==> src/design/rvq_pkg.sv <==
// ----------------------------------------------------------------------------
// rvq_pkg
// Shared widths, constants, types and helpers of the rotation vector to
// quaternion converter.
// ----------------------------------------------------------------------------
package rvq_pkg;

    // Fixed-point formats
    localparam int FRAC_BITS        = 16;
    localparam int IN_W             = 20;
    localparam int OUT_W            = 18;
    localparam int SH               = 30 - FRAC_BITS;
    localparam int CORDIC_STEPS_DEF = 18;

    // Internal widths
    localparam int SQ_W    = 2 * IN_W - 1;
    localparam int SUMSQ_W = 2 * IN_W;
    localparam int ROOT_W  = SUMSQ_W / 2;
    localparam int REM_W   = ROOT_W + 2;
    localparam int THETA_W = ROOT_W + 1;
    localparam int DEN_W   = THETA_W + SH;
    localparam int ANG_W   = 36;
    localparam int CX_W    = 33;
    localparam int MAG_W   = IN_W + CX_W - 1;
    localparam int NUM_W   = MAG_W + 2;
    localparam int D_W     = DEN_W + 1;
    localparam int QB      = 20;
    localparam int SAT_W   = 36;

    // Queue between front and back
    localparam int QDEPTH = 4;
    localparam int QAW    = $clog2(QDEPTH);

    // Q2.30 angle constants
    localparam logic signed [ANG_W-1:0] Q30_PI      = 36'sd3373259426;
    localparam logic signed [ANG_W-1:0] Q30_TWO_PI  = 36'sd6746518852;
    localparam logic signed [ANG_W-1:0] Q30_HALF_PI = 36'sd1686629713;
    localparam logic signed [CX_W-1:0]  Q30_INV_GAIN = 33'sd652032874;

    typedef logic signed [IN_W-1:0]  t_rot;
    typedef logic signed [OUT_W-1:0] t_quat;

    localparam t_quat Q_ONE = t_quat'(1 << FRAC_BITS);

    // One classified vector as it waits for the back end
    typedef struct packed {
        logic               zero;
        t_rot [2:0]         rot;
        logic [SUMSQ_W-1:0] sumsq;
    } t_item;

    // Queue status
    typedef struct packed {
        logic full;
        logic empty;
    } t_qstat;

    // Q30 arctangent of 2^-i
    function automatic logic [31:0] atan_q30(input logic [4:0] i);
        logic [31:0] v;
        case (i)
            5'd0:  v = 32'd843314857;
            5'd1:  v = 32'd497837829;
            5'd2:  v = 32'd263043836;
            5'd3:  v = 32'd133525158;
            5'd4:  v = 32'd67021686;
            5'd5:  v = 32'd33543515;
            5'd6:  v = 32'd16775850;
            5'd7:  v = 32'd8388437;
            5'd8:  v = 32'd4194282;
            5'd9:  v = 32'd2097149;
            5'd10: v = 32'd1048575;
            5'd11: v = 32'd524287;
            5'd12: v = 32'd262143;
            5'd13: v = 32'd131071;
            5'd14: v = 32'd65535;
            5'd15: v = 32'd32767;
            5'd16: v = 32'd16383;
            5'd17: v = 32'd8191;
            5'd18: v = 32'd4095;
            5'd19: v = 32'd2047;
            5'd20: v = 32'd1023;
            5'd21: v = 32'd511;
            5'd22: v = 32'd255;
            5'd23: v = 32'd127;
            5'd24: v = 32'd63;
            5'd25: v = 32'd31;
            5'd26: v = 32'd15;
            5'd27: v = 32'd8;
            5'd28: v = 32'd4;
            5'd29: v = 32'd2;
            5'd30: v = 32'd1;
            default: v = 32'd0;
        endcase
        return v;
    endfunction

    // Clamp to [-1, 1] in output format
    function automatic t_quat sat_out(input logic signed [SAT_W-1:0] v);
        logic signed [SAT_W-1:0] lim;
        lim = SAT_W'(1 << FRAC_BITS);
        if (v > lim) begin
            return Q_ONE;
        end else if (v < -lim) begin
            return -Q_ONE;
        end
        return v[OUT_W-1:0];
    endfunction

endpackage

==> src/design/rvq_front.sv <==
// ----------------------------------------------------------------------------
// rvq_front
// Accepts rotation vectors, squares the components, sums them and flags the
// zero vector.
// ----------------------------------------------------------------------------
module rvq_front (
    input  logic          i_clk,
    input  logic          i_rst_n,
    input  logic          i_accept,
    input  rvq_pkg::t_rot i_rot_x,
    input  rvq_pkg::t_rot i_rot_y,
    input  rvq_pkg::t_rot i_rot_z,
    output logic          o_push,
    output rvq_pkg::t_item o_item
);
    import rvq_pkg::*;

    logic            r_a_vld;
    t_rot [2:0]      r_a_rot;
    logic            r_b_vld;
    t_rot [2:0]      r_b_rot;
    logic [SQ_W-1:0] r_b_sq [3];

    // Input capture
    always_ff @(posedge i_clk) begin
        r_a_rot <= {i_rot_z, i_rot_y, i_rot_x};
        if (!i_rst_n) begin
            r_a_vld <= 1'b0;
        end else begin
            r_a_vld <= i_accept;
        end
    end

    // Squares, operands sign-extended to the full product width
    always_ff @(posedge i_clk) begin
        for (int k = 0; k < 3; k++) begin
            r_b_sq[k] <= SQ_W'(SUMSQ_W'(r_a_rot[k]) * SUMSQ_W'(r_a_rot[k]));
        end
        r_b_rot <= r_a_rot;
        if (!i_rst_n) begin
            r_b_vld <= 1'b0;
        end else begin
            r_b_vld <= r_a_vld;
        end
    end

    // Sum of squares and zero classification
    assign o_push       = r_b_vld;
    assign o_item.rot   = r_b_rot;
    assign o_item.zero  = (r_b_rot == '0);
    assign o_item.sumsq = SUMSQ_W'(r_b_sq[0]) + SUMSQ_W'(r_b_sq[1]) + SUMSQ_W'(r_b_sq[2]);

endmodule

==> config.mk <==
export PLATFORM = sky130hd
export DESIGN_NAME = rvq_front
export DESIGN_NICKNAME = d
export VERILOG_FILES = /design/src/design/rvq_pkg.sv /design/src/design/rvq_front.sv
export SDC_FILE = /design/constraint.sdc
export NUM_CORES = 2
export LEC_CHECK = 0
export ABC_AREA = 1
export BUFFER_PORTS_ARGS = -buffer_cell sky130_fd_sc_hd__buf_4
export CORE_ASPECT_RATIO = 0.5
export CORE_UTILIZATION = 47
export CTS_CLUSTER_SIZE = 10
export DETAILED_ROUTE_END_ITERATION = 7
export GPL_TIMING_DRIVEN = 1
export HOLD_SLACK_MARGIN = 0.15
export PLACE_DENSITY_LB_ADDON = 0.1
export SLEW_MARGIN = 10
export SYNTH_ARGS = -nofsm -noshare
export SYNTH_HDL_FRONTEND = slang
export SYNTH_SLANG_ARGS = --single-unit
==> constraint.sdc <==
create_clock -name i_clk -period 7.4 [get_ports i_clk]
set_clock_uncertainty 0.2 [all_clocks]
set_input_delay 0.74 -clock i_clk [delete_from_list [all_inputs] [get_ports i_clk]]
set_output_delay 0.74 -clock i_clk [all_outputs]
set_load 0.02 [all_outputs]
==> Word level (Yosys, flattened, before mapping) <==
Memories as Yosys holds them, arrays and structs flattened.
Cells that the tools add are included.
{ "word_totals": {"ff_bits": 122, "latchBits": 0, "ramBits": 117, "mem_bits_ro": 0, "out_inout_bits": 102, "n_memories": 1} }
{ "mem_list": {"columns": ["memory", "words", "width", "rd", "rd_ports_with_merged_regs", "write_ports", "line_no", "source"], "rows": [
  ["r_b_sq", 3, 39, 3, 0, 3, "rvq_front.sv:22", "logic [SQ_W-1:0] r_b_sq [3];"]
]} }
{ "classes": {"addsub": 2, "n_mul": 3, "n_div": 0, "magnitude_cmp": 0, "n_eq_ne": 0, "shift": 0, "muxes": 0, "bitwise_logic": 0, "n_reduce_logical": 1} }
{ "ops": {"columns": ["cell", "n"], "rows": [
  ["20-bit by 20-bit multiplier with 39-bit output", 3],
  ["60-bit logical NOT", 1],
  ["39-bit by 39-bit adder with 40-bit output", 1],
  ["40-bit by 39-bit adder with 40-bit output", 1]
]} }

==> Depth between registers and ports, before layout <==
{ "depth": {"word_depth": 2, "mapped_depth": 31} }

==> Least setup slack after synthesis <==
Ideal clock, no wire load.
{ "synth_path": {"kind": "reg-to-reg", "start": "register r_a_rot[42] in the netlist's numbering", "end": "memory r_b_sq[0][116] in the netlist's numbering", "setup_time_ns": 0.112, "arrival_ns": 6.288, "slack_ns": 0.800, "path_stages_with_launch": 26, "n_path_buf": 2, "path_cell_list": "dfxtp_1 > clkbuf_1 > clkbuf_1 > nand2_1 > fa_1 > inv_1 > fa_1 > inv_1 > fa_1 > inv_1 > fa_1 > fa_1 > fa_1 > inv_1 > fa_1 > inv_1 > ha_1 > nand2_1 > nor2_1 > nand2_1 > nor2_1 > nand3_1 > nand3_1 > inv_1 > nand2_1 > nand2_1"} }
{ "synth_lines": {"columns": ["element", "line_no", "source"], "rows": [
  ["start: declaration", "rvq_front.sv:19", "t_rot [2:0] r_a_rot;"],
  ["start signal: assignment", "rvq_front.sv:26", "r_a_rot <= {i_rot_z, i_rot_y, i_rot_x};"],
  ["end: declaration", "rvq_front.sv:22", null]
]} }

==> impl_metrics.csv <==
group,metric,value,unit
min_path,whs_endpoint,"o_item[94]",
clock_network,cts.sinks,233,
clock_network,h-tree-depth,1,
setup_path,crit_arrival,7.29,ns
sta,fin_setup_tns,0,ns
placement,dpl.hpwl,121.9,mm
logic_synthesis,synth_cells,6095,
setup_path,worstPathRequired,7.71,ns
global_route,grtUsageTotal,0.2648,
layout,final_cell_mix,"inv_1 (1852), nand2_1 (1314), fa_1 (1166)",
route,dr.first_iter.drc_count,2389,
layout,seq_area,0.004666,sq mm
setup_path,r2r_end,"r_b_sq[0][34]",
floorplanning,ios,165,
route,drc,0,
layout,num_antenna_cells,0,
route,postRouteAntennaNets,0,
clock_network,cts_root_buf,"clkbuf_16",
setup_path,start_kind,"register",
route,dr.pass1.iters,6,
layout,fillers,10170,
run_status,status,"finished, final reports clean",
min_path,hold_class,"reg2reg",
setup_path,worstRegToRegCells,19,
sta,timing.slew.headroom,0.1827,
route,vias,37970,
logic_synthesis,synth_top_area_cell,"fa_1",
min_path,hold_path_depth,0,
setup_path,end_kind,"register",
clock_network,clk_pin_slew_worst_paths,0.07,ns
sta,rsz0062_at_grt,"no",
clock_network,postCtsSetupBuffers,0,
floorplanning,die_h,234,microns
route,wl,138.1,mm
global_route,grt_pass1_wl,224.2,mm
sta,max_clock_freq,143.3,MHz
logic_synthesis,synthTopCellsByArea,"fa_1 (46%), inv_1 (14%), nand2_1 (9.7%), dfxtp_1 (9.2%), ha_1 (8.8%)",
layout,multi_input_area,0.03849,sq mm
setup_path,crit_type,"reg2reg",
sta,finalCriticalPeriod,6.979,ns
global_route,antenna_found_initial,0,
setup_path,worstReg2RegStart,"r_a_rot[19]",
floorplanning,die_x,466,microns
min_path,min_from,"r_a_rot[54]",
clock_network,cts_tree,"done",
logic_synthesis,syn_area_per_cell,8.301,sq um
logic_synthesis,ys_ff_latch,233,
clock_network,cts_made_buffers,31,
logic_synthesis,ys_async_sr_fraction,0,
sta,hold_viol,0,
route,wl_per_cell,17.79,microns
job,maxCapViolCount,0,
sta,finalSetupViolations,0,
layout,fin_nets,7920,
layout,layout-drive-gt1-share,0.05626,
logic_synthesis,yosys.area.top_type_share,0.4618,
sta,finalCritPeriodShare,0.9431,
logic_synthesis,ys_types,40,
placement,gp_congestion,0.9869,
logic_synthesis,ys_seq_area_frac,0.09219,
layout,area_growth,9.724,%
route,viasPerCell,4.890,
floorplanning,row_count,84,
floorplanning,core,0.1058,sq mm
clock_network,cts_buffer_depth,3,
logic_synthesis,synth.cell_area,0.05059,sq mm
logic_synthesis,synth_ff_type,"dfxtp_1",
logic_synthesis,synth_edf_count,0,
floorplanning,die_area,0.1090,sq mm
layout,layout_commonest_cell,"inv_1",
clock_network,clk-insertion-delay-late,0.65,ns
logic_synthesis,ys.warnings.count,0,
sta,worst_pin_slew,1.215,ns
floorplanning,start_util,0.4780,
setup_path,path_max_fanout,13,
global_route,overflow,0,
setup_path,regToRegSetupSlack,0.42,ns
global_route,grt_max_degree,24,
placement,port_buffers,164,
sta,slew_violations,0,
global_route,grt_pass1_vias,40630,
## sequential cells by signal, summed over array words and instances, names as in the netlist
signal,cells
r_b_sq,111
o_item,60
r_a_rot,60
o_push,1
r_a_vld,1
## layout make-up
class | count | area share
Clock inverter | 9 | 0.002344
Multi-Input combinational cell | 3882 | 0.6934
Tap cell | 1419 | 0.03198
Inverter | 1852 | 0.1252
Sequential cell | 233 | 0.08405
Timing Repair Buffer | 334 | 0.04801
Clock buffer | 36 | 0.01503
## metal layers
layer / vias up / GRT usage / part of all wire / routed length (microns)
met2: 841 / 0.4343 / 0.46 / 64100
met3: 98 / 0.03608 / 0.053 / 7331
met5: - / 0 / 0 / 0
li1: 17900 / - / - / -
met4: 0 / 0.03641 / 0.014 / 1982
met1: 19130 / 0.3832 / 0.47 / 64690
## per-stage QoR
| stage | cell area (sq um) | cells | hold WS, ns | worst slack [ns] | util |
|---|---|---|---|---|---|
| finish | 55510 | 7765 | 0.1568 | 0.4210 | 0.5245 |
| floorplan | 50600 | 6097 | 0.1475 | 0.8000 | - |
| global route | 55510 | 7765 | 0.1645 | 0.07141 | 0.5245 |
| detailed placement | 53920 | 7657 | 0.1428 | 0.3109 | 0.5094 |
| CTS | 55510 | 7765 | 0.1559 | 0.2755 | 0.5245 |
| global placement | 53920 | 7657 | 0.1428 | 0.3257 | 0.5094 |
## synth_stat cells (2+ instances only)
library cell	n
a21boi_0	4
a21o_1	16
a21oi_1	170
a31o_2	3
buf_1	15
buf_2	3
buf_4	3
clkbuf_1	109
dfxtp_1	233
fa_1	1167
ha_1	356
inv_1	1852
nand2_1	1314
nand2_2	8
nand3_1	144
nand3_2	2
nand3b_1	11
nand4_1	42
nor2_1	310
nor2_2	2
nor3_1	22
nor3_2	6
nor4_1	24
nor4_2	2
o21a_1	8
o21ai_0	74
o21ai_1	6
o21ai_2	2
o21bai_1	33
or2_1	2
or2_2	11
xnor2_1	29
xor2_1	105
## worst max-delay path: stages, from the launching register on
cell and delay [ns]:
dfxtp_1 0.64, nand2_1 0.24, fa_1 0.61, fa_1 0.87, inv_1 0.15, fa_1 0.44
fa_1 0.53, fa_1 0.55, inv_1 0.05, fa_1 0.50, fa_1 0.53, inv_1 0.04
ha_1 0.41, nand2_1 0.13, inv_1 0.08, nand2_1 0.07, nor3_1 0.33, nand3_1 0.23
nand3_1 0.15, nand2_1 0.09
## logic make-up after synthesis
| kind of cell | synth area share |
|---|---|
| adders and majority gates | 0.5498 |
| AOI/OAI and AO/OA | 0.03566 |
| and+or+nand+nor | 0.1517 |
| other | 0.00007412 |
| xor gates and xnor gates | 0.02320 |
| DFF | 0.09219 |
| buffers and inverters | 0.1473 |
## repair_timing
| item | 4_1_cts | 5_1_grt |
|---|---|---|
| gates resized for setup | 0 | 2 |
| hold buffers | 63 | 0 |
| endpoints found under the setup margin | 0 | 1 |
| endpoints found under the hold margin | 62 | 0 |
## worst max-delay path by stage
stage	slack, ns	startpoint	to
after floorplan	0.80	r_a_rot[42]	r_b_sq[0][116]
after global placement	0.33	r_a_rot[3]	r_b_sq[0][34]
after detailed placement	0.31	r_a_rot[3]	r_b_sq[0][34]
after CTS	0.28	r_a_rot[3]	r_b_sq[0][34]
after global routing	0.07	r_a_rot[19]	r_b_sq[0][34]
final	0.42	r_a_rot[19]	r_b_sq[0][34]
Power is not shown: default switching activity piles up to over one toggle a cycle in this logic, so the estimate is an artifact.
