## src/design/rvq_pkg.sv

```systemverilog
// ----------------------------------------------------------------------------
// rvq_pkg
// Shared widths, constants, types and helpers of the rotation vector to
// quaternion converter.
// ----------------------------------------------------------------------------
package rvq_pkg;

    // Fixed-point formats
    localparam int FRAC_BITS        = 16;
    localparam int IN_W             = 20;
    localparam int OUT_W            = 18;
    localparam int SH               = 30 - FRAC_BITS;
    localparam int CORDIC_STEPS_DEF = 18;

    // Internal widths
    localparam int SQ_W    = 2 * IN_W - 1;
    localparam int SUMSQ_W = 2 * IN_W;
    localparam int ROOT_W  = SUMSQ_W / 2;
    localparam int REM_W   = ROOT_W + 2;
    localparam int THETA_W = ROOT_W + 1;
    localparam int DEN_W   = THETA_W + SH;
    localparam int ANG_W   = 36;
    localparam int CX_W    = 33;
    localparam int MAG_W   = IN_W + CX_W - 1;
    localparam int NUM_W   = MAG_W + 2;
    localparam int D_W     = DEN_W + 1;
    localparam int QB      = 20;
    localparam int SAT_W   = 36;

    // Queue between front and back
    localparam int QDEPTH = 4;
    localparam int QAW    = $clog2(QDEPTH);

    // Q2.30 angle constants
    localparam logic signed [ANG_W-1:0] Q30_PI      = 36'sd3373259426;
    localparam logic signed [ANG_W-1:0] Q30_TWO_PI  = 36'sd6746518852;
    localparam logic signed [ANG_W-1:0] Q30_HALF_PI = 36'sd1686629713;
    localparam logic signed [CX_W-1:0]  Q30_INV_GAIN = 33'sd652032874;

    typedef logic signed [IN_W-1:0]  t_rot;
    typedef logic signed [OUT_W-1:0] t_quat;

    localparam t_quat Q_ONE = t_quat'(1 << FRAC_BITS);

    // One classified vector as it waits for the back end
    typedef struct packed {
        logic               zero;
        t_rot [2:0]         rot;
        logic [SUMSQ_W-1:0] sumsq;
    } t_item;

    // Queue status
    typedef struct packed {
        logic full;
        logic empty;
    } t_qstat;

    // Q30 arctangent of 2^-i
    function automatic logic [31:0] atan_q30(input logic [4:0] i);
        logic [31:0] v;
        case (i)
            5'd0:  v = 32'd843314857;
            5'd1:  v = 32'd497837829;
            5'd2:  v = 32'd263043836;
            5'd3:  v = 32'd133525158;
            5'd4:  v = 32'd67021686;
            5'd5:  v = 32'd33543515;
            5'd6:  v = 32'd16775850;
            5'd7:  v = 32'd8388437;
            5'd8:  v = 32'd4194282;
            5'd9:  v = 32'd2097149;
            5'd10: v = 32'd1048575;
            5'd11: v = 32'd524287;
            5'd12: v = 32'd262143;
            5'd13: v = 32'd131071;
            5'd14: v = 32'd65535;
            5'd15: v = 32'd32767;
            5'd16: v = 32'd16383;
            5'd17: v = 32'd8191;
            5'd18: v = 32'd4095;
            5'd19: v = 32'd2047;
            5'd20: v = 32'd1023;
            5'd21: v = 32'd511;
            5'd22: v = 32'd255;
            5'd23: v = 32'd127;
            5'd24: v = 32'd63;
            5'd25: v = 32'd31;
            5'd26: v = 32'd15;
            5'd27: v = 32'd8;
            5'd28: v = 32'd4;
            5'd29: v = 32'd2;
            5'd30: v = 32'd1;
            default: v = 32'd0;
        endcase
        return v;
    endfunction

    // Clamp to [-1, 1] in output format
    function automatic t_quat sat_out(input logic signed [SAT_W-1:0] v);
        logic signed [SAT_W-1:0] lim;
        lim = SAT_W'(1 << FRAC_BITS);
        if (v > lim) begin
            return Q_ONE;
        end else if (v < -lim) begin
            return -Q_ONE;
        end
        return v[OUT_W-1:0];
    endfunction

endpackage

```

## src/design/rvq_queue.sv

```systemverilog
// ----------------------------------------------------------------------------
// rvq_queue
// Small FIFO between the front end and the computation pipeline.
// ----------------------------------------------------------------------------
module rvq_queue (
    input  logic            i_clk,
    input  logic            i_rst_n,
    input  logic            i_push,
    input  rvq_pkg::t_item  i_item,
    input  logic            i_pop,
    output rvq_pkg::t_item  o_item,
    output rvq_pkg::t_qstat o_stat
);
    import rvq_pkg::*;

    t_item          r_mem [QDEPTH];
    logic [QAW-1:0] r_wr;
    logic [QAW-1:0] r_rd;
    logic [QAW:0]   r_cnt;
    logic           do_push;
    logic           do_pop;

    assign o_stat.full  = (r_cnt == (QAW+1)'(QDEPTH));
    assign o_stat.empty = (r_cnt == '0);
    assign do_push      = i_push && !o_stat.full;
    assign do_pop       = i_pop && !o_stat.empty;
    assign o_item       = r_mem[r_rd];

    // Storage
    always_ff @(posedge i_clk) begin
        if (do_push) begin
            r_mem[r_wr] <= i_item;
        end
    end

    // Pointers and fill count
    always_ff @(posedge i_clk) begin
        if (!i_rst_n) begin
            r_wr  <= '0;
            r_rd  <= '0;
            r_cnt <= '0;
        end else begin
            if (do_push) begin
                r_wr <= r_wr + 1'b1;
            end
            if (do_pop) begin
                r_rd <= r_rd + 1'b1;
            end
            r_cnt <= r_cnt + (QAW+1)'(do_push) - (QAW+1)'(do_pop);
        end
    end

endmodule

```

## config.mk

```make
export PLATFORM = sky130hd
export DESIGN_NAME = rvq_queue
export DESIGN_NICKNAME = d
export VERILOG_FILES = /design/src/design/rvq_pkg.sv /design/src/design/rvq_queue.sv
export SDC_FILE = /design/constraint.sdc
export NUM_CORES = 1
export LEC_CHECK = 0
export BUFFER_PORTS_ARGS = -buffer_cell sky130_fd_sc_hd__buf_2
export CAP_MARGIN = 20
export CORE_AREA = 3 3 212 214
export DETAILED_ROUTE_END_ITERATION = 8
export DIE_AREA = 0 0 215 217
export PLACE_DENSITY = 0.61
export RECOVER_POWER = 100
export SLEW_MARGIN = 0
export SYNTH_ARGS = -nofsm -noshare
export SYNTH_HDL_FRONTEND = slang
export SYNTH_SLANG_ARGS = --single-unit
```

## constraint.sdc

```tcl
create_clock -name i_clk -period 8 [get_ports i_clk]
set_clock_uncertainty 0.2 [all_clocks]
set_input_delay 1.6 -clock i_clk [delete_from_list [all_inputs] [get_ports i_clk]]
set_output_delay 1.6 -clock i_clk [all_outputs]
set_load 0.005 [all_outputs]
```

# Yosys cells after proc, flatten, opt, wreduce, memory -nomap -nowiden
# Memory sizes are Yosys's and may differ from the RTL's. A register that Yosys moved wholly into a read port is not among the register bits.
# Index checks and enable logic that the tools add are counted.
dict set report totals {
  mem_bits_rw 404
  ff_bits 7
  n_memories 1
  input_bits 105
  elab_cells 18
  output_inout_bits 103
}
dict set report classes {
  n_mux 4
  eq_ne 1
  addsub 4
  reduce_logical 5
}
# memory words width rd rd_clocked_by_memory_dff wr line
set mem_list {}
lappend mem_list {r_mem 4 101 1 1 1 rvq_queue.sv:16} ;# t_item r_mem [QDEPTH];
# cell n
set ops {}
lappend ops {{adder 2 x 1 -> 2 bit, second input constant} 2}
lappend ops {{2-to-1 mux 2 bit} 2}
lappend ops {{adder 3 x 1 -> 3 bit} 1}
lappend ops {{equality test 3 bit, second input constant} 1}
lappend ops {{logical NOT 3 bit} 1}
lappend ops {{subtractor 3 x 1 -> 3 bit} 1}
lappend ops {{logical AND 1 bit} 2}
lappend ops {{logical NOT 1 bit} 2}
lappend ops {{2-to-1 mux 1 bit} 2}

# Longest topological paths before layout
# Gate-level depths: netlist of the first run.
dict set report depth {
  depth_word 5
  ltp_mapped 11
  depth_no_buf 10
}

# Least setup slack after synthesis of the first run
# No wires, ideal clock.
dict set report synth_path {
  path_kind {input port to flip-flop}
  startpoint {input port i_push}
  endpoint {memory r_mem[0][0] (netlist bit) (enable)}
  setup_ns 0.471
  arrival_time_ns 4.314
  path_slack_ns 3.015
  path_buffers 1
  cell_stages 3
  required_time_ns 7.329
  path_cell_list {nor2b_1 > clkbuf_1 > and2_1}
}
dict set report synth_between {
  elab_chain_len 3
}
# element line
set synth_lines {}
lappend synth_lines {{start, declared} rvq_queue.sv:8} ;# input logic i_push,
lappend synth_lines {{logical AND 1 bit} rvq_queue.sv:25} ;# assign do_push = i_push && !o_stat.full;
lappend synth_lines {{2-to-1 mux 1 bit} rvq_queue.sv:31} ;# if (do_push) begin
lappend synth_lines {{2-to-1 mux 1 bit (implied by the code)} rvq_queue.sv:32} ;# r_mem[r_wr] <= i_item;
lappend synth_lines {{end, declared} rvq_queue.sv:16}
# No other way between the ends.

==> key figures, run 1 <==
STA
  • Final hold vios: 0
  • Max Freq: 0.167 GHz
  • Final setup viols: 0
  • RSZ-0062 raised after global routing: no
  • Max transition margin: -147%
  • Fin crit period: about 6000 ps
  • Fin crit share: between 70% and 80%
  • Actual slew at the worst max-slew pin: 3710 ps
  • Pins Over Slew Limit: 225
  • Setup TNS: 0 ps

Floorplanning
  • Core area: between 40000 and 50000 um2
  • Io pins: approximately 210
  • Cell Rows: 76
  • Effective utilization at floorplan: 35.0%
  • Chip Width: 215 um
  • Die Y: roughly 220 um
  • Die ar.: around 47000 um2

Clock network
  • Clock root cell: clkbuf_16
  • Clock Sinks: around 410
  • Resized cells post-CTS: 0
  • CTS clk-pin slew, worst paths: 60 ps
  • Worst skew pair latency: 540 ps
  • # hold bufs at CTS: 0
  • H-tree levels: 2
  • CTS Buf Count: 44
  • CTS tree: done
  • Max clock buf depth: 3
  • Post-CTS setup buffer count: 0

Setup path
  • Critical Path RT: approximately 6200 ps
  • R2R cell count: 5
  • Arr. time, crit path: approximately 4200 ps
  • CP Launch Type: flop
  • CP Capture Type: primary output
  • Crit Path Category: flop to primary output
  • Critical Path Fanout Max: 56

Yosys
  • Ys Warns: 0
  • Mapped Area: around 15000 um2
  • Netlist cell types: 20
  • Yosys reg bits: 413
  • Syn Nets: around 700
  • Seq/Total Area, Yosys: 81.8%
  • Largest cells by area after synthesis: edfxtp_1 (81%), mux4_2 (15%), dfxtp_1 (1.2%)
  • Share of the synthesized area in the top cell type: 80.6%
  • Area leader, netlist: edfxtp_1
  • Synth Area per Inst: 26.1 um2
  • Post-Syn Instances: 578

Route
  • Number of remaining DRC errors: 0
  • Routed vias/inst: 4.70
  • Avg WL per Cell: 20.8 um
  • Via count: around 6.7k
  • Detailed Route Iter0 Violations: 424
  • Post-route ant nets: 0
  • WL final: 29.8 mm
  • Drt pass-1 iters: 4

Place
  • Routability cong.: around 0.66
  • DP HPWL: 17.5 mm
  • Cells after DPL: 1354
  • DP Area: 16700 um2
  • # port buffers: 207

Power and ir drop
  • Peak supply drop: 0.170 mV
  • Lkg Pwr: about 5.5 nW
  • Power density over the cells: around 310 nW/um2

GRT
  • Initial antenna violation count: 4
  • Grt total ovfl: 0
  • Largest net degree at the start of global routing: 64
  • GRT Overall Usage: between 10% and 20%
  • Global-route wire length before repair: 45.3 mm
  • Number of global-route vias before repair: 7239

Status
  • Status: complete, but fails checks
  • Failing checks: capacitance limit, slew limit

Final layout
  • Commonest non-fill, non-tap cell in the layout: edfxtp_1
  • Synth-to-layout area growth: 18.6%
  • Final Cell Area: 17900 um2
  • Fin cells: roughly 1.4k
  • Most frequent cells in the layout: edfxtp_1 (404), clkbuf_1 (178), mux4_2 (101)
  • Layout cells sized above 1: around a quarter
  • Layout Nets: 927
  • Fillers: 3827

Min path
  • Hold Path Class: flop to flop
  • WHS Path Cells: 2

Run
  • Max_cap viols: 5
flip-flops by register name, indices dropped and copies added (netlist names), named ones only:
signal  cells
r_mem     404
r_cnt       3
r_rd        2
r_wr        2
power breakdown:
part	switching [W]	leakage, nW	internal, W
Clock	0.000781	0.659	0.00113
Sequential	0.0000769	3.77	0.00264
Combinational	0.000514	1.06	0.000476
Total	0.00137	5.49	0.00424
layer usage:
layer / part of all wire, % / routed length, um / global-route usage (%)
met5: 0.14 / 41 / 0
met4: 2.3 / 684 / 4.21
met3: 6.3 / 1890 / 3.64
met2: 49 / 14600 / 21.0
met1: 42 / 12600 / 17.0
worst max-delay path, cell delays in order (launching register included):
cell and delay [ps]:
dfxtp_1 2080, buf_4 920, mux4_2 440, buf_2 150
synthesized netlist by cell type:
library cell	count
a21boi_0	1
and2_1	7
buf_2	11
buf_6	10
clkbuf_1	3
dfxtp_1	9
edfxtp_1	404
fa_1	1
ha_1	6
inv_1	6
mux2i_1	2
mux4_2	101
nand2_1	6
nor2b_1	2
nor3_2	1
nor3b_1	1
o21ai_0	3
or3_1	1
or4bb_1	1
xnor2_1	2
layout make-up:
class,count,area (um2),share of cell area (%)
Clock inverter,22,188,1.05
Timing Repair Buffer,215,875,4.90
Sequential cell,413,12300,69.0
Clock buffer,56,1170,6.54
Multi-Input combinational cell,135,2550,14.3
Tap cell,585,732,4.10
Inverter,6,22.5,0.126
Antenna cell,1,2.50,0.0140
through the flow:
stage          setup slack, ps  utilization, %  hold slack [ps]  power (W)
2_1_floorplan             3010               -              261    0.00340
3_3_place_gp              3750            38.8              282    0.00381
3_5_place_dp              3770            38.8              280    0.00382
4_1_cts                   3290            42.0              293    0.00576
5_1_grt                   1710            41.4              318    0.00591
6_report                  2010            41.4              288    0.00561
logic make-up after synthesis:
logic type	count (synthesis)	synth area share, %
buffers and inverters	30	1.34
AND/OR/NAND/NOR	19	0.756
AO/OA/AOI/OAI	4	0.150
adder cells (fa/ha/maj)	7	0.632
multiplexers	103	15.2
flip-flops	413	81.8
XOR/XNOR	2	0.116
final timing paths:
| check | startpoint | end | slack, ps |
|---|---|---|---|
| hold reg to reg | r_rd[0] | flop | 290 |
| setup / recovery | flop | o_item[91] | 2010 |
| hold / removal | r_rd[0] | flop | 290 |
| setup reg to reg | r_cnt[2] | r_mem[1][48] | 2900 |
(Power assumes the default switching activity.)
==> run 2, diff against run 1 <==
Clock period 8 ns to 5.75 ns, I/O delays scaled along.
==> key figures, run 2 (synthesis results as in run 1) <==
GRT
  • Number of global-route vias before repair: ~7k
  • Global-route wire length before repair: 44.5 mm
  • Grt total ovfl: 0
  • Largest net degree at the start of global routing: 63
  • Initial antenna violation count: 3
  • GRT Overall Usage: 12.5%

Clock network
  • H-tree levels: 2
  • CTS Buf Count: 44
  • Post-CTS setup buffer count: 0
  • Max clock buf depth: 3
  • # hold bufs at CTS: 0
  • Resized cells post-CTS: 0
  • Worst skew pair latency: 540 ps
  • CTS tree: done
  • Clock Sinks: between 400 and 500
  • Clock root cell: clkbuf_16
  • CTS clk-pin slew, worst paths: approximately 60 ps

Route
  • Via count: 6702
  • Drt pass-1 iters: 4
  • Post-route ant nets: 0
  • Routed vias/inst: 4.67
  • Detailed Route Iter0 Violations: 404
  • Avg WL per Cell: 20.3 um
  • Number of remaining DRC errors: 0
  • WL final: 29.2 mm

Place
  • Routability cong.: 0.675
  • DP HPWL: between 15 and 20 mm
  • # port buffers: 207
  • Cells after DPL: ~1.4k

STA
  • Max transition margin: -107%
  • Fin crit share: 78.4%
  • Final setup viols: 0
  • Max Freq: 0.222 GHz
  • Setup TNS: 0 ps
  • Final hold vios: 0
  • Pins Over Slew Limit: 189
  • Fin crit period: 4510 ps
  • Actual slew at the worst max-slew pin: roughly 3100 ps
  • RSZ-0062 raised after global routing: no

Setup path
  • Crit path cell chain: clkbuf_1 -> mux4_2 -> buf_2
  • Critical Path RT: 4400 ps
  • Arr. time, crit path: between 3000 and 4000 ps
  • CP max stage delay: 1090 ps
  • Crit Path Category: flop to primary output
  • CP top delay family: buffers and inverters
  • Critical Path Fanout Max: 27
  • CP Launch Type: flop
  • CP bufs+invs: 2
  • Worst-path cell with the longest stage delay: clkbuf_1
  • CP Capture Type: primary output
  • Worst flop-to-flop path startpoint: r_cnt[2]

Min path
  • Worst Hold Launch: r_rd[0]
  • Hold Path Class: flop to flop

Status
  • Status: complete, but fails checks
  • Failing checks: capacitance limit, slew limit

Floorplanning
  • Io pins: around 210
  • Die Y: 217 um
  • Chip Width: between 200 and 250 um
  • Core area: 43100 um2
  • Effective utilization at floorplan: 35.0%
  • Cell Rows: 76
  • Die ar.: ~47000 um2

Final layout
  • Layout Nets: approximately 930
  • Layout cells sized above 1: 25.8%
  • Synth-to-layout area growth: 19.5%
  • Fillers: about 3.8k
  • Fin cells: 1436
  • Largest registers: r_mem (404), r_cnt (3)
  • Commonest non-fill, non-tap cell in the layout: edfxtp_1
  • Post-layout utilization of the core: 41.8%
  • Max reg flops: 404
  • Reg with most FFs: r_mem
  • Most frequent cells in the layout: edfxtp_1 (404), clkbuf_1 (172), mux4_2 (101)

Power and ir drop
  • Sequential share of power: 47.8%
  • Net Sw Power: 0.00193 W
  • Internal: 0.00599 W
  • Peak supply drop: 0.248 mV
  • Switching fraction of total power: 24.4%
  • Lkg Pwr: about 5.5 nW
  • Logic pwr share: 17.2%
  • Clock power share: 35.0%
  • Power density over the cells: 441 nW/um2

Run
  • Max_cap viols: 4
run 2: cell count changes in the layout (fill, tap and decap cells not counted), sizes merged:
| cell | delta |
|---|---|
| clkinvlp | +2 |
| inv | -1 |
| clkinv | +3 |
| diode | +1 |
| buf | -1 |
| clkbuf | -3 |
| bufinv | +2 |
run 2: per-stage QoR:
stage | hold slack (ps) | worst slack, ps | total power, W | instance area [um2]
2_1_floorplan | 261 | 1210 | 0.00473 | 15100
3_3_place_gp | 280 | 2240 | 0.00531 | 16800
3_5_place_dp | 285 | 2200 | 0.00533 | 16800
4_1_cts | 299 | 1720 | 0.00814 | 18200
5_1_grt | 329 | 831 | 0.00832 | 18000
6_report | 295 | 1240 | 0.00792 | 18000
run 2: worst reg2reg max path, stage by stage, from the launching register on:
cell,delay (ps)
dfxtp_1,330
nor3b_1,160
nor2b_1,430
and2_0,2330
buf_12,360
run 2: power groups by stage:
stage	Clock [W]	Sequential (W)	Combinational (W)
2_1_floorplan	0	0.00379	0.000939
3_3_place_gp	0	0.00384	0.00147
3_5_place_dp	0	0.00385	0.00147
4_1_cts	0.00288	0.00379	0.00148
5_1_grt	0.00299	0.00383	0.00151
6_report	0.00277	0.00379	0.00136
run 2: worst paths after layout:
check | slack (ps) | cells after the start | end
hold / removal | 300 | 2 | flop
setup / recovery | 1240 | 3 | o_item[59]
setup reg to reg | 1450 | 4 | r_mem[2][52]
hold reg to reg | 300 | 2 | flop
run 2: layer usage:
metal,wire length (um),track usage (%),part of all wire [%],vias up
met4,668,3.88,2.3,2
li1,-,-,-,2966
met5,13,0,0.045,-
met2,14300,20.2,49,178
met3,1890,4.26,6.5,49
met1,12300,16.2,42,3507
run 2: cell type report:
type,count,area [um2],area share [%]
well taps,585,732,4.07
clock inverters,28,272,1.51
clock buffers,52,1150,6.41
repair buffers,215,942,5.24
inverters,6,22.5,0.125
flip-flops and latches,413,12300,68.5
multi-input cells,135,2540,14.1
diodes,2,5.00,0.0278
